$ cat src/rtl/core/gcbv_pkg.sv
// Shared constants, CORDIC step table and sizing for the beam visibility block.
// No dependencies.
package gcbv_pkg;

  localparam int unsigned BeamsDef       = 256;
  localparam int unsigned CordicStepsDef = 16;
  localparam int unsigned GridWidthLog2  = 8;   // grid width 256 cells

  localparam int unsigned PosW   = 18;  // dx, dy
  localparam int unsigned VecW   = 28;  // CORDIC x, y
  localparam int unsigned AccW   = 26;  // angle accumulator, 1/65536 deg
  localparam int unsigned AngW   = 20;  // bearing and angle, 1/256 deg
  localparam int unsigned NumW   = 18;  // divider dividend and quotient
  localparam int unsigned StepW  = 5;

  localparam logic signed [AccW-1:0] Deg90     = AccW'(90 * 65536);
  localparam logic signed [AngW-1:0] Offset120 = AngW'(120 * 256);

  localparam logic [1:0] CfgCellSize    = 2'd0;
  localparam logic [1:0] CfgBeamSpacing = 2'd1;
  localparam logic [1:0] CfgFov         = 2'd2;

  localparam logic OpLoad  = 1'b0;
  localparam logic OpQuery = 1'b1;

  function automatic logic [22:0] step_angle(input logic [StepW-1:0] i);
    logic [22:0] a;
    case (i)
      5'd0:  a = 23'd2949120;
      5'd1:  a = 23'd1740967;
      5'd2:  a = 23'd919879;
      5'd3:  a = 23'd466945;
      5'd4:  a = 23'd234379;
      5'd5:  a = 23'd117304;
      5'd6:  a = 23'd58666;
      5'd7:  a = 23'd29335;
      5'd8:  a = 23'd14668;
      5'd9:  a = 23'd7334;
      5'd10: a = 23'd3667;
      5'd11: a = 23'd1833;
      5'd12: a = 23'd917;
      5'd13: a = 23'd458;
      5'd14: a = 23'd229;
      5'd15: a = 23'd115;
      5'd16: a = 23'd57;
      5'd17: a = 23'd29;
      5'd18: a = 23'd14;
      5'd19: a = 23'd7;
      5'd20: a = 23'd4;
      5'd21: a = 23'd2;
      5'd22: a = 23'd1;
      default: a = 23'd0;
    endcase
    return a;
  endfunction

endpackage

$ cat src/rtl/core/gcbv_div.sv
// Restoring divider, one quotient bit per cycle, for the beam index.
// Depends on gcbv_pkg.
module gcbv_div (
  input  logic                        clk_i,
  input  logic                        rst_ni,
  input  logic                        start_i,
  input  logic [gcbv_pkg::NumW-1:0]   dividend_i,
  input  logic [15:0]                 divisor_i,
  output logic                        done_o,
  output logic [gcbv_pkg::NumW-1:0]   quot_o
);
  import gcbv_pkg::*;

  logic [15:0]      rem_q, div_q;
  logic [NumW-1:0]  quo_q;
  logic [StepW-1:0] cnt_q;
  logic             busy_q, done_q, ge;
  logic [16:0]      trial, diff;

  assign trial = {rem_q, quo_q[NumW-1]};
  assign diff  = trial - {1'b0, div_q};
  assign ge    = trial >= {1'b0, div_q};

  always_ff @(posedge clk_i or negedge rst_ni) begin
    if (!rst_ni) begin
      busy_q <= 1'b0;
      done_q <= 1'b0;
      cnt_q  <= '0;
    end else begin
      done_q <= 1'b0;
      if (start_i) begin
        busy_q <= 1'b1;
        cnt_q  <= '0;
      end else if (busy_q) begin
        cnt_q <= cnt_q + 1'b1;
        if (cnt_q == StepW'(NumW - 1)) begin
          busy_q <= 1'b0;
          done_q <= 1'b1;
        end
      end
    end
  end

  always_ff @(posedge clk_i) begin
    if (start_i) begin
      rem_q <= '0;
      quo_q <= dividend_i;
      div_q <= (divisor_i == '0) ? 16'd1 : divisor_i;
    end else if (busy_q) begin
      rem_q <= ge ? diff[15:0] : trial[15:0];
      quo_q <= {quo_q[NumW-2:0], ge};
    end
  end

  assign done_o = done_q;
  assign quot_o = quo_q;

endmodule

$ cat config.mk
export PLATFORM = sky130hd
export DESIGN_NAME = gcbv_div
export DESIGN_NICKNAME = d
export VERILOG_FILES = /design/src/rtl/core/gcbv_pkg.sv /design/src/rtl/core/gcbv_div.sv
export SDC_FILE = /design/constraint.sdc
export NUM_CORES = 1
export LEC_CHECK = 0
export ABC_AREA = 0
export BUFFER_PORTS_ARGS = -buffer_cell sky130_fd_sc_hd__buf_2
export CAP_MARGIN = 20
export CORE_UTILIZATION = 48
export DETAILED_ROUTE_END_ITERATION = 8
export GPL_TIMING_DRIVEN = 0
export PLACE_DENSITY = 0.72
export SKIP_LAST_GASP = 1
export SLEW_MARGIN = 20
export SYNTH_ARGS = -nofsm -noshare
export SYNTH_HDL_FRONTEND = slang
export SYNTH_SLANG_ARGS = --single-unit
$ cat constraint.sdc
create_clock -name clk_i -period 4.74 [get_ports clk_i]
set_input_delay 0.474 -clock clk_i [delete_from_list [all_inputs] [get_ports clk_i]]
set_output_delay 0.474 -clock clk_i [all_outputs]
set_load 0.02 [all_outputs]
=== Word-level counts from Yosys, hierarchy flattened ===
Index checks and enable logic that the tools add are counted.
Widths: inputs -> output; s select.

* Bits in registers: 57
* Bits of input ports: 37

* $add $sub $neg: 2
* $lt $le $gt $ge: 1
* Eq/ne operators: 1
* Muxes and demuxes: 11
* Reductions and logical operators: 2

{| class="wikitable"
|+ Operators with widths
! kind !! number
|-
| $mux 18 || 2
|-
| $ge 17x16->1 || 1
|-
| $logic_not 16->1 || 1
|-
| $mux 16 || 1
|-
| $sub 16x16->16 || 1
|-
| $mux 5 || 2
|-
| $mux 1 || 6
|-
| $add 5x1->5 const B || 1
|-
| $eq 5x5->1 const B || 1
|-
| $reduce_bool 2->1 || 1
|}

=== Longest topological paths before layout ===
* Depth after elaboration: 4
* Depth in mapped cells: 11

=== Worst setup path after synthesis ===
Ideal clock, no wire load.

* Path kind: reg-to-reg
* From: register quo_q[17], in the netlist quot_o[17]
* To: register rem_q[14]
* Library setup time: 0.082 ns
* Arrival time: 2.324 ns
* Path slack: 2.333 ns
* Cell stages (with the launch flop): 11
* Path buffers: 0
* Clock period less this slack: 2.407 ns
* Cells stage by stage: edfxtp_1 > inv_1 > ha_1 > fa_1 > nand2b_1 > a21oi_1 > nor2_1 > o21ai_0 > nor4b_1 > a211oi_1 > o221ai_1

* Cells in the longest elaborated chain, start to end: 2
* Elaborated cells between the ends (all ways): 3

{| class="wikitable"
|+ Ends and longest elaborated chain
! element !! line !! RTL
|-
| start: declaration || gcbv_div.sv:15 || <nowiki>logic [NumW-1:0] quo_q;</nowiki>
|-
| start signal: assignment || gcbv_div.sv:47 || <nowiki>quo_q <= dividend_i;</nowiki>
|-
| start signal: assignment || gcbv_div.sv:51 || <nowiki>quo_q <= {quo_q[NumW-2:0], ge};</nowiki>
|-
| $sub 16x16->16 / $ge 17x16->1 (equally long branches) || gcbv_div.sv:21, gcbv_div.sv:22 ||
|-
| $mux 16 * || gcbv_div.sv:50 || <nowiki>rem_q <= ge ? diff[15:0] : trial[15:0];</nowiki>
|-
| end signal: assignment || gcbv_div.sv:50 ||
|-
| end: declaration || gcbv_div.sv:14 || <nowiki>logic [15:0] rem_q, div_q;</nowiki>
|}

Every way passes the cells marked *; elsewhere a longest branch is shown, timed or not.
A chain may end at the register's enable or synchronous reset.

=== Final worst setup path ===
* From: register div_q[0]
* To: register rem_q[14]

* Cells in the longest elaborated chain, start to end: 2
* Elaborated cells between the ends (all ways): 3

{| class="wikitable"
|+ Ends and longest elaborated chain
! element !! line !! RTL
|-
| start: declaration || gcbv_div.sv:14 ||
|-
| start signal: assignment || gcbv_div.sv:48 || <nowiki>div_q <= (divisor_i == '0) ? 16'd1 : divisor_i;</nowiki>
|-
| $sub 16x16->16 / $ge 17x16->1 (equally long branches) || gcbv_div.sv:21, gcbv_div.sv:22 ||
|-
| $mux 16 * || gcbv_div.sv:50 ||
|}

Marked as above.

==> impl_metrics.csv <==
group,metric,value,unit
yosys,synth.avg_cell_area,10.56,sq um
global_routing,grt_antenna_before_repair,0,
timing,fin_tns_setup,0,ns
route,drtIter0Drc,190,
global_routing,grt_max_degree,20,
clock_network,cts_buffer_depth,2,
place,post-dp-hpwl,5.160,mm
power,ir_drop,0.1879,mV
yosys,synthTopCellsByArea,"edfxtp_1, dfxtp_1, ha_1",
cells_and_area,drive_gt1_share,26.18,%
cells_and_area,syn2layout_area_growth,16.40,%
route,wl_met2,3.321,mm
route,avgViaCountPerCell,5.505,
timing,period_share,58.26,%
timing,max_freq,362.1,MHz
timing,hold_viol,0,
yosys,synth-seq-cells,57,
cells_and_area,final_nets,433,
route,drcViolationCount,0,
power,leakagePower,1.613,nW
status,status,"complete, no violations",
setup_path,timing.critical_path.slowest_cell_delay,0.49,ns
yosys,synth_most_common_cell,"edfxtp_1",
yosys,yosysUniqueCellTypes,57,
setup_path,cp_slowest_cell,"o21ai_0",
yosys,synth_commonest_cells,"edfxtp_1, nor2_1, clkbuf_1",
route,routed_wl,7.004,mm
timing,rsz0062_at_grt,"no",
clock_network,worstSkewPairLatency,0.34,ns
setup_path,cp_top_family,"compound AO/OA/AOI/OAI gates",
die,io_pins,56,
die,fp.dieW,84.58,microns
setup_path,required,4.94,ns
die,placementRows,29,
setup_path,end_kind,"register",
place,place.gp.congestion,0.8512,
global_routing,grt_pass1_vias,2347,
route,met1_length,3.221,mm
timing,setup_violations,0,
die,fp.dieH,84.58,microns
setup_path,path_cells,"ha_1 > fa_1 > nand2b_1 > a21oi_1 > nor2_1 > o21ai_0 > nand2_1 > a211oi_1 > o221ai_1",
yosys,syn-instance-count,310,
route,avgRoutedWirePerCell,15.26,microns
global_routing,grt_use_total,20.68,%
route,drtAntennaViolNets,0,
route,route.met3.wl,346,microns
yosys,synth_top_area_share,31.19,%
yosys,ys_seq_area_share,46.33,%
die,fp.coreArea,6459,sq um
clock_network,cts_tree,"yes",
setup_path,cp.buffers_inverters,0,
route,dr.max_layer_used,"met4",
place,io_buffer_count,55,
clock_network,clock-sinks,57,
clock_network,cts_setup_buffers,0,
run,maxCapViolCount,0,
yosys,syn_nets,366,
route,dr.pass1.iters,4,
clock_network,htree_num_levels,3,
clock_network,root_buffer,"clkbuf_8",
cells_and_area,n_antenna_cell,0,
yosys,synth_top_area_cell,"edfxtp_1",
clock_network,cts_buffers,9,
setup_path,worstPathArrival,2.96,ns
die,die-area,7153,sq um
route,num_vias,2527,
setup_path,r2r_slack,1.98,ns
yosys,synth-edff-count,34,
worst_hold_path,hp-class,"input port to register",
timing,min_period,2.761,ns
clock_network,clk_pin_slew,0.06,ns
timing,finalWorstSetupSlack,1.979,ns
yosys,syn_area,3273,sq um
yosys,async_flop_share,12.28,%
place,pre_cts_slack,2.057,ns
timing,slew_headroom,52.83,%
setup_path,cp-start-kind,"register",
global_routing,overflow,0,
setup_path,crit_type,"register to register",
timing,maxSlewViolCount,0,
global_routing,grt_pass1_wl,11.23,mm
yosys,ys.warnings.count,0,
yosys,synth_flop_cell,"edfxtp_1",
die,start_util,50.68,%
power,powerDensity,294.6,nW/um^2
timing,clock_skew,0.007439,ns
setup_path,critPathMaxFanout,4,
timing,tightest_slew,0.7068,ns
## through the flow
step | std cells | utilization [%] | hold slack, ns | area, sq um | power, mW
detailed placement | 442 | 56.43 | 0.3186 | 3645 | 0.7583
floorplan | 310 | - | 0.1784 | 3273 | 0.6998
global placement | 442 | 56.43 | 0.3150 | 3645 | 0.7518
global route | 459 | 58.99 | 0.3954 | 3810 | 1.175
CTS | 459 | 58.99 | 0.3889 | 3810 | 1.134
finish | 459 | 58.99 | 0.4052 | 3810 | 1.123
## final timing paths
kind	from	end	cells past startpoint
max in group asynchronous	rst_ni	cnt_q[3]$_DFFE_PN0P_	2
min in group asynchronous	rst_ni	busy_q$_DFF_PN0_	2
min	divisor_i[7]	div_q[7]$_SDFFCE_PN0P_	2
min reg2reg	rem_q[2]$_SDFFE_PP0P_	rem_q[2]$_SDFFE_PP0P_	2
max	div_q[0]$_SDFFCE_PN1P_	rem_q[14]$_SDFFE_PP0P_	9
max reg2reg	div_q[0]$_SDFFCE_PN1P_	rem_q[14]$_SDFFE_PP0P_	9
## report_power, final
part / total [mW] / leakage (nW) / switching (mW) / internal [mW]
combinational: 0.174 / 0.969 / 0.0983 / 0.0758
sequential: 0.576 / 0.569 / 0.0160 / 0.560
clock: 0.372 / 0.0754 / 0.187 / 0.185
total: 1.12 / 1.61 / 0.301 / 0.821
## layer usage
| metal | track usage, % | vias to the layer above |
|---|---|---|
| li1 | - | 1257 |
| met1 | 27.36 | 1179 |
| met2 | 32.67 | 77 |
| met3 | 5.900 | 14 |
| met4 | 7.088 | 0 |
| met5 | 0 | - |
## flip-flops by register name, summed over array words and instances, names as in the netlist
signal	count
quot_o	18
div_q	16
rem_q	16
cnt_q	5
busy_q	1
done_o	1
## cell type report
cell class / count / area [sq um]
clock inverter: 4 / 20.02
fill: 566 / 2649
inverter: 20 / 75.07
sequential: 57 / 1516
clock buffer: 12 / 135.1
timing repair buffer: 56 / 285.3
tap: 77 / 96.34
buffer: 27 / 123.9
multi-input combinational: 206 / 1558
## logic make-up after synthesis
family / synth area share (%)
AO/OA/AOI/OAI: 15.44
XOR/XNOR: 4.014
adder cells (fa/ha/maj): 7.493
buffers and inverters: 6.078
flip-flops: 46.33
multiplexers: 8.027
AND/OR/NAND/NOR: 12.62
## cells in the final DEF, fill, tap and decap left out, types with 2 or more instances in the layout
master,count
o211ai_1,3
a211oi_2,2
a211oi_1,12
a31oi_1,2
mux2_2,18
o31ai_1,2
nand3_1,5
edfxtp_1,34
nand4_1,3
o21ai_0,4
a311oi_1,4
inv_1,20
clkinv_1,2
nand2b_1,7
a21o_1,9
a21oi_1,12
nor3_1,4
nor4_1,3
nand2_1,17
buf_2,55
dfrtp_1,7
ha_1,18
nor2_1,30
clkbuf_8,9
o22ai_1,2
o221ai_1,2
clkbuf_1,25
xor2_1,7
dfxtp_1,16
buf_4,2
buf_6,2
mux2i_1,6
xnor2_1,8
## timing repair
item | in CTS | in global routing
gates resized for setup | 0 | 0
hold buffers | 1 | 0
endpoints found under the hold margin | 7 | 0
Power figures use the tool's default switching activity.
