--- config.mk ---
export PLATFORM = sky130hd
export DESIGN_NAME = gcbv_cordic
export DESIGN_NICKNAME = d
export VERILOG_FILES = /design/src/rtl/core/gcbv_pkg.sv /design/src/rtl/core/gcbv_cordic.sv
export SDC_FILE = /design/constraint.sdc
export NUM_CORES = 1
export LEC_CHECK = 0
export BUFFER_PORTS_ARGS = -buffer_cell sky130_fd_sc_hd__buf_2
export CORE_UTILIZATION = 50
export CTS_BUF_LIST = sky130_fd_sc_hd__clkbuf_4
export DETAILED_ROUTE_END_ITERATION = 16
export PLACE_DENSITY = 0.67
export RECOVER_POWER = 100
export SYNTH_ARGS = -nofsm -noshare
export SYNTH_HDL_FRONTEND = slang
export SYNTH_SLANG_ARGS = --single-unit
--- constraint.sdc ---
create_clock -name clk_i -period 7.6 [get_ports clk_i]
set_clock_uncertainty 0.1 [all_clocks]
set_input_delay 2.28 -clock clk_i [delete_from_list [all_inputs] [get_ports clk_i]]
set_output_delay 2.28 -clock clk_i [all_outputs]
set_load 0.01 [all_outputs]
--- src/rtl/core/gcbv_pkg.sv ---
// Shared constants, CORDIC step table and sizing for the beam visibility block.
// No dependencies.
package gcbv_pkg;

  localparam int unsigned BeamsDef       = 256;
  localparam int unsigned CordicStepsDef = 16;
  localparam int unsigned GridWidthLog2  = 8;   // grid width 256 cells

  localparam int unsigned PosW   = 18;  // dx, dy
  localparam int unsigned VecW   = 28;  // CORDIC x, y
  localparam int unsigned AccW   = 26;  // angle accumulator, 1/65536 deg
  localparam int unsigned AngW   = 20;  // bearing and angle, 1/256 deg
  localparam int unsigned NumW   = 18;  // divider dividend and quotient
  localparam int unsigned StepW  = 5;

  localparam logic signed [AccW-1:0] Deg90     = AccW'(90 * 65536);
  localparam logic signed [AngW-1:0] Offset120 = AngW'(120 * 256);

  localparam logic [1:0] CfgCellSize    = 2'd0;
  localparam logic [1:0] CfgBeamSpacing = 2'd1;
  localparam logic [1:0] CfgFov         = 2'd2;

  localparam logic OpLoad  = 1'b0;
  localparam logic OpQuery = 1'b1;

  function automatic logic [22:0] step_angle(input logic [StepW-1:0] i);
    logic [22:0] a;
    case (i)
      5'd0:  a = 23'd2949120;
      5'd1:  a = 23'd1740967;
      5'd2:  a = 23'd919879;
      5'd3:  a = 23'd466945;
      5'd4:  a = 23'd234379;
      5'd5:  a = 23'd117304;
      5'd6:  a = 23'd58666;
      5'd7:  a = 23'd29335;
      5'd8:  a = 23'd14668;
      5'd9:  a = 23'd7334;
      5'd10: a = 23'd3667;
      5'd11: a = 23'd1833;
      5'd12: a = 23'd917;
      5'd13: a = 23'd458;
      5'd14: a = 23'd229;
      5'd15: a = 23'd115;
      5'd16: a = 23'd57;
      5'd17: a = 23'd29;
      5'd18: a = 23'd14;
      5'd19: a = 23'd7;
      5'd20: a = 23'd4;
      5'd21: a = 23'd2;
      5'd22: a = 23'd1;
      default: a = 23'd0;
    endcase
    return a;
  endfunction

endpackage

--- src/rtl/core/gcbv_cordic.sv ---
// Iterative vectoring CORDIC: one micro-rotation per cycle, bearing in 1/256 deg.
// Depends on gcbv_pkg.
module gcbv_cordic #(
  parameter int unsigned Steps = gcbv_pkg::CordicStepsDef
) (
  input  logic                                 clk_i,
  input  logic                                 rst_ni,
  input  logic                                 start_i,
  input  logic signed [gcbv_pkg::PosW-1:0]     dx_i,
  input  logic signed [gcbv_pkg::PosW-1:0]     dy_i,
  output logic                                 done_o,
  output logic signed [gcbv_pkg::AngW-1:0]     bearing_o
);
  import gcbv_pkg::*;

  logic signed [VecW-1:0] x_q, y_q, x_d, y_d, xs, ys, x0, y0;
  logic signed [AccW-1:0] acc_q, acc_d, acc_r;
  logic [StepW-1:0]       cnt_q;
  logic                   busy_q, done_q, zero_q;

  always_comb begin
    x0    = VecW'(dx_i) <<< 8;
    y0    = VecW'(dy_i) <<< 8;
    x_d   = x0;
    y_d   = y0;
    acc_d = '0;
    if (x0 < 0) begin
      if (y0 >= 0) begin
        x_d = y0;  y_d = -x0; acc_d = Deg90;
      end else begin
        x_d = -y0; y_d = x0;  acc_d = -Deg90;
      end
    end
  end

  assign xs = x_q >>> cnt_q;
  assign ys = y_q >>> cnt_q;

  always_ff @(posedge clk_i or negedge rst_ni) begin
    if (!rst_ni) begin
      busy_q <= 1'b0;
      done_q <= 1'b0;
      cnt_q  <= '0;
    end else begin
      done_q <= 1'b0;
      if (start_i) begin
        busy_q <= 1'b1;
        cnt_q  <= '0;
      end else if (busy_q) begin
        cnt_q <= cnt_q + 1'b1;
        if (cnt_q == StepW'(Steps - 1)) begin
          busy_q <= 1'b0;
          done_q <= 1'b1;
        end
      end
    end
  end

  always_ff @(posedge clk_i) begin
    if (start_i) begin
      x_q    <= x_d;
      y_q    <= y_d;
      acc_q  <= acc_d;
      zero_q <= (dx_i == '0) && (dy_i == '0);
    end else if (busy_q) begin
      if (y_q >= 0) begin
        x_q   <= x_q + ys;
        y_q   <= y_q - xs;
        acc_q <= acc_q + AccW'(step_angle(cnt_q));
      end else begin
        x_q   <= x_q - ys;
        y_q   <= y_q + xs;
        acc_q <= acc_q - AccW'(step_angle(cnt_q));
      end
    end
  end

  assign acc_r     = (acc_q + AccW'(128)) >>> 8;
  assign bearing_o = zero_q ? '0 : acc_r[AngW-1:0];
  assign done_o    = done_q;

endmodule

Word-level counts from Yosys, hierarchy flattened
Memories as Yosys holds them, arrays and structs flattened.
Index checks and enable logic that the tools add are counted.
{"block": "word_totals", "register_bits": 90, "latchBits": 0, "ramBits": 0, "rom_bits": 1408, "in_bits": 39, "out_inout_bits": 21, "wordCells": 59, "memories": 2}
{"memory": "(name not given)", "words": 32, "width": 22, "read_ports": 1, "rd_clocked_by_memory_dff": 0, "wr": 0, "line": "gcbv_pkg.sv:28", "source": "case (i)"}
{"memory": "(name not given)", "words": 32, "width": 22, "read_ports": 1, "rd_clocked_by_memory_dff": 0, "wr": 0, "line": "gcbv_pkg.sv:28"}
{"block": "op_classes", "add_sub_neg": 10, "multipliers": 0, "div_mod_pow": 0, "magnitude_cmp": 3, "n_eq_ne": 1, "shift": 2, "mux": 30, "n_bitwise": 0, "n_reduce_logical": 4}
{"operator": "28-bit 2-to-1 mux", "count": 10}
{"operator": "23-bit 2-to-1 mux", "count": 6}
{"operator": "26-bit 2-to-1 mux", "count": 5}
{"operator": "28-bit adder", "count": 2}
{"operator": "26-bit negator with 28-bit output", "count": 2}
{"operator": "28-bit by 5-bit >>> shifter with 28-bit output", "count": 2}
{"operator": "28-bit subtractor", "count": 2}
{"operator": "18-bit zero test", "count": 2}
{"operator": "28-bit by 1-bit >= comparator with 1-bit output (second input constant)", "count": 1}
{"operator": "26-bit by 23-bit adder with 26-bit output", "count": 1}
{"operator": "26-bit by 9-bit adder with 26-bit output (second input constant)", "count": 1}
{"operator": "26-bit by 1-bit >= comparator with 1-bit output (second input constant)", "count": 1}
{"operator": "26-bit by 1-bit less-than comparator with 1-bit output (second input constant)", "count": 1}
{"operator": "26-bit by 23-bit subtractor with 26-bit output", "count": 1}
{"operator": "20-bit 2-to-1 mux", "count": 1}
{"operator": "5-bit 2-to-1 mux", "count": 2}
{"operator": "1-bit 2-to-1 mux", "count": 6}
{"operator": "5-bit by 1-bit adder with 5-bit output (second input constant)", "count": 1}
{"operator": "5-bit by 4-bit equality test with 1-bit output (second input constant)", "count": 1}
{"operator": "2-bit nonzero test", "count": 1}
{"operator": "1-bit logical AND", "count": 1}

Depth between registers and ports, before layout
{"block": "logic_depth", "ltp_word": 8, "ltp_mapped": 27, "mapped_depth_nobuf": 22}

Worst setup path before layout
Ideal clock, no wire load.
{"block": "synth_path", "path_kind": "register to register", "startpoint": "reg cnt_q[1]", "endpoint": "reg acc_q[22] (data pin)", "setup_ns": 0.267, "arrival_ns": 5.415, "t_required_ns": 7.233, "path_slack_ns": 1.819, "stages_incl_launch_ff": 23, "n_path_buf": 3, "period_less_slack_ns": 5.781, "path_cell_list": "dfrtp_1 buf_2 inv_2 buf_1 buf_1 ha_1 inv_1 mux4_2 a2bb2oi_1 nand3_1 o31ai_1 xor2_1 ha_1 o21a_1 o21a_1 a2111oi_0 o311ai_0 o21ai_0 nor3_1 a211oi_1 nor2b_1 xor2_1 o21ai_0"}
{"block": "synth_between", "elab_chain_cells": 8, "word_cells_on_any_way": 13, "cone_classes": "add/sub: 2; mux: 9; memory: 2"}
{"element": "start: declaration", "line": "gcbv_cordic.sv:18", "source": "logic [StepW-1:0] cnt_q;"}
{"element": "start signal: assignment", "line": "gcbv_cordic.sv:50", "source": "cnt_q <= cnt_q + 1'b1;"}
{"element": "memory 32 x 22 bit"}
{"element": "23-bit 2-to-1 mux", "line": "gcbv_cordic.sv:66", "source": "if (y_q >= 0) begin"}
{"element": "23-bit 2-to-1 mux", "line": "gcbv_cordic.sv:65", "source": "end else if (busy_q) begin"}
{"element": "23-bit 2-to-1 mux", "line": "gcbv_cordic.sv:60", "source": "if (start_i) begin"}
{"element": "26-bit by 23-bit subtractor with 26-bit output / 26-bit by 23-bit adder with 26-bit output (equally long branches)", "line": "gcbv_cordic.sv:73, gcbv_cordic.sv:69"}
{"element": "26-bit 2-to-1 mux *", "line": "gcbv_cordic.sv:66"}
{"element": "26-bit 2-to-1 mux *", "line": "gcbv_cordic.sv:65"}
{"element": "26-bit 2-to-1 mux *", "line": "gcbv_cordic.sv:60"}
{"element": "end signal: assignment", "line": "gcbv_cordic.sv:69", "source": "acc_q <= acc_q + AccW'(step_angle(cnt_q));"}
{"element": "end signal: assignment", "line": "gcbv_cordic.sv:73", "source": "acc_q <= acc_q - AccW'(step_angle(cnt_q));"}
{"element": "end: declaration", "line": "gcbv_cordic.sv:17", "source": "logic signed [AccW-1:0] acc_q, acc_d, acc_r;"}
Mark *: on every way between the ends. The rest lies on a longest branch, timed or not. The select of a mux whose other input is x is not followed.
A chain may end at the register's enable or synchronous reset.

Worst setup path in the final report
{"block": "layout_path", "startpoint": "reg cnt_q[0]", "endpoint": "reg x_q[27] (data pin)"}
{"block": "layout_between", "elab_chain_cells": 5, "word_cells_on_any_way": 6, "cone_classes": "add/sub: 2; shift: 1; mux: 3"}
{"element": "28-bit by 5-bit >>> shifter with 28-bit output *", "line": "gcbv_cordic.sv:37", "source": "assign ys = y_q >>> cnt_q;"}
{"element": "28-bit subtractor / 28-bit adder (equally long branches)", "line": "gcbv_cordic.sv:71, gcbv_cordic.sv:67"}
{"element": "28-bit 2-to-1 mux *", "line": "gcbv_cordic.sv:66"}
{"element": "28-bit 2-to-1 mux *", "line": "gcbv_cordic.sv:65"}
{"element": "28-bit 2-to-1 mux *", "line": "gcbv_cordic.sv:60"}
{"element": "end signal: assignment", "line": "gcbv_cordic.sv:67", "source": "x_q <= x_q + ys;"}
{"element": "end signal: assignment", "line": "gcbv_cordic.sv:71", "source": "x_q <= x_q - ys;"}
{"element": "end: declaration", "line": "gcbv_cordic.sv:16", "source": "logic signed [VecW-1:0] x_q, y_q, x_d, y_d, xs, ys, x0, y0;"}
Marks and branches as above.

==> summary.txt <==
Yosys
  • Synthesized flop and latch total: 90
  • Async SR Flop Fraction: 7.78%
  • Top FF cell, synth: edfxtp_1
  • Synthesized Nets: 1826
  • Syn_area_per_cell: 8.49 sq um
  • Top cell type's share of synthesized area: 17.4%
  • Mapped Area: 14300 sq um
  • Top post-synthesis cells by area: edfxtp_1, mux4_2, ha_1
  • Yosys top cell by area: edfxtp_1
  • Warnings, synthesis: 0
  • Syn Inst Count: 1685
  • Post-synthesis sequential area ratio: 18.7%
  • Number of enable flip-flop cells after synthesis: 83
  • Synth cell types: 90

Worst setup path
  • Reg2Reg Setup Slack: 0.62 ns
  • Max incr delay on CP: 0.94 ns
  • End of the critical path: x_q[27]
  • WP data required: 7.74 ns
  • Maximum fanout along the worst path: 50
  • CP Launch Type: flop
  • CP startpoint: cnt_q[0]
  • R2R Path End: x_q[27]
  • Crit path arrival time: 7.12 ns
  • WS Path Type: flop to flop
  • CP endpoint kind: flop
  • Crit-path cells: mux4_1 > mux2i_4 > mux4_2 > o211ai_1 > or4_1 > nand2b_1 > nand2b_1 > o31ai_1 > xor2_1 > nor2_1 > ha_1 > and3_1 > nand2_1 > nor2_1 > o211ai_1 > and4b_1 > nor3_1 > a31oi_1 > o21ai_0 > xnor2_1 > nor2_1
  • CP most frequent cell: nor2_1
  • R2R Path Start: cnt_q[0]
  • Worst Reg-to-Reg Cells: 21
  • Slowest-stage cell, CP: dfrtp_4

Clock network
  • CTS tree: done
  • Postcts setup bufs: 0
  • H-tree levels: 3
  • Clk slew on worst S/H paths: 0.15 ns
  • CTS buffer count: 9
  • CTS root buf: clkbuf_4
  • CTS Buffer Depth: 2
  • Cts hold-fix bufs: 0
  • Clk_lat worst skew: 0.55 ns
  • Post-cts repair resize count: 0
  • Clock sinks: 90

Job
  • Max-cap check violation count: 3

STA
  • Worst slew pin tran: 2.85 ns
  • Final Cycle Share: 91.8%
  • Max Freq: 143 MHz
  • Final Critical Period: 6.98 ns
  • Count of final hold-check violations: 0
  • Final Slew Violations: 111
  • Setup repair after global routing missed its margin: no
  • Total negative slack: 0 ns
  • Setup violators final: 0
  • Worst relative slew slack: -89.7%

Floorplanning
  • Die H: 171 um
  • Core Footprint: 27900 sq um
  • Die ar.: 29300 sq um
  • Row Count: 61
  • Initial Utilization: 51.2%
  • Die width: 171 um
  • IO Pins: 60

Global routing
  • First-pass GRT wire length: 71.6 mm
  • Total gr overflow: 0
  • Largest net degree at the start of global routing: 77
  • Initial antenna violation count: 1
  • Vias in the first global route: 12500
  • Total Routing Usage GR: 32.5%

Final layout
  • # fillers: 2662
  • Layout cells sized above 1: 12.1%
  • Area grow syn2layout: 4.86%
  • Fin util: 53.7%
  • Final net count: 1823

Drt
  • Via Count: 13400
  • Residual DRC count: 0
  • Post-Route WL: 46.6 mm
  • Post-route ant nets: 0
  • Initial drt markers: 1165
  • First-pass detailed-route iteration total: 5
  • Routed wire per std cell: 22.6 um
  • Vias per cell: 6.48

Status
  • Failing checks: capacitance limit, slew limit
  • Run status: finished with violations

Worst hold path
  • Worst Hold Class: flop to flop

Power
  • VDD IR max: 0.000376 V
  • Pwr dens: 553 nW/um^2
  • Leakage: 6.00 nW

Placement
  • Placer Congestion: 1.05
  • Final HPWL DP: 35.9 mm
  • Port Buffers: 59
-- how the worst min path moves through the flow --
stage,start,to,slack (ns),cells after the start
global placement,acc_q[0],acc_q[0],0.55,2
global route,acc_q[0],acc_q[0],0.62,2
floorplan,acc_q[0],acc_q[0],0.53,2
CTS,acc_q[0],acc_q[0],0.60,2
detailed placement,acc_q[0],acc_q[0],0.56,2
finish,busy_q,cnt_q[4],0.61,1
-- per-layer routing --
layer / GRT usage (%) / vias up / share of wire, %
li1: - / 6319 / -
met1: 40.8 / 6375 / 41
met2: 53.3 / 587 / 47
met3: 5.81 / 116 / 7.6
met4: 16.9 / 0 / 4.7
met5: 0 / - / 0
-- sequential cells by signal (all words and copies together), names as in the netlist --
name    flops
busy_q      1
y_q        28
x_q        28
cnt_q       5
acc_q      26
zero_q      1
done_o      1
-- kinds of logic (layout without fill, tap and decap cells) --
family | after synthesis | in the layout | share of synthesized area (%)
muxes | 144 | 144 | 16.1
other | 0 | 1 | 0
AOI/OAI and AO/OA | 505 | 505 | 23.1
adders and majority gates | 102 | 102 | 9.08
buffers and inverters | 157 | 159 | 4.81
xor gates and xnor gates | 174 | 174 | 10.7
and+or+nand+nor | 513 | 513 | 17.5
DFF | 90 | 90 | 18.7
-- cells in the final DEF (no fill, tap or decap), types with 6 or more instances in the layout --
| cell | instances |
|---|---|
| nand2_1 | 146 |
| nor2_1 | 144 |
| o21ai_0 | 125 |
| a21oi_1 | 101 |
| ha_1 | 99 |
| xor2_1 | 89 |
| xnor2_1 | 85 |
| edfxtp_1 | 83 |
| mux4_2 | 64 |
| mux2i_1 | 50 |
| inv_1 | 48 |
| o211ai_1 | 44 |
| a21o_1 | 44 |
| nand3_1 | 41 |
| nor3_1 | 39 |
| buf_2 | 37 |
| buf_4 | 27 |
| o31ai_1 | 25 |
| clkbuf_1 | 24 |
| nor2b_1 | 22 |
| nand2b_1 | 22 |
| a211oi_1 | 22 |
| a31oi_1 | 18 |
| o21ai_1 | 18 |
| mux2_2 | 18 |
| o21a_1 | 16 |
| or3_1 | 16 |
| o22ai_1 | 14 |
| and3_1 | 13 |
| clkbuf_4 | 11 |
| mux2_1 | 10 |
| and2_1 | 8 |
| o21bai_1 | 8 |
| or2_2 | 7 |
| nand3b_1 | 7 |
| o31a_1 | 7 |
| nand4_1 | 7 |
| a22oi_1 | 6 |
| o41ai_1 | 6 |
-- Yosys cell counts, types with 16 or more instances --
library cell and count:
o21a_1 16, edfxtp_1 83, xnor2_1 85, mux4_2 64, o21ai_0 123, mux2_2 18
a211oi_1 22, or3_1 16, buf_1 20, o31ai_1 24, ha_1 99, clkbuf_1 53
nand2_1 146, a31oi_1 18, xor2_1 89, nand2b_1 22, inv_1 47, nor2_1 144
o21ai_1 20, mux2i_1 50, nor3_1 39, a21o_1 44, nand3_1 41, buf_2 22
nor2b_1 22, a21oi_1 101, o211ai_1 44
-- report_power, final --
group          switching, mW  total [mW]  internal [mW]
Sequential             0.426        1.34          0.913
Clock                  0.198       0.371          0.173
Combinational           3.74        6.59           2.85
-- final cells by class --
type | count | area, sq um | share of cell area, %
diodes | 1 | 2.50 | 0.0167
multi-input cells | 1438 | 10900 | 72.9
inverters | 51 | 191 | 1.28
clock buffers | 11 | 82.6 | 0.551
clock inverters | 5 | 103 | 0.684
well taps | 378 | 473 | 3.15
flip-flops and latches | 90 | 2680 | 17.9
repair buffers | 92 | 528 | 3.52
-- per-stage QoR --
step                instance area, sq um  instances  power (mW)  hold slack, ns  worst slack (ns)
floorplan                          14300       1685        6.21           0.534              1.82
global placement                   14900       2049        7.74           0.551             0.954
detailed placement                 14900       2049        7.79           0.556             0.840
CTS                                15000       2065        8.20           0.599             0.776
global route                       15000       2066        9.02           0.618             0.265
finish                             15000       2066        8.30           0.611             0.623
-- worst max-delay path: cells and delay by family (launching register included) --
family                   cells  cell delay (ns)
AND/OR/NAND/NOR             10             2.48
multiplexers                 3             1.38
AO/OA/AOI/OAI                5             1.08
flip-flops                   1             0.94
XOR/XNOR                     2             0.32
adder cells (fa/ha/maj)      1             0.31
Power figures use the tool's default switching activity.
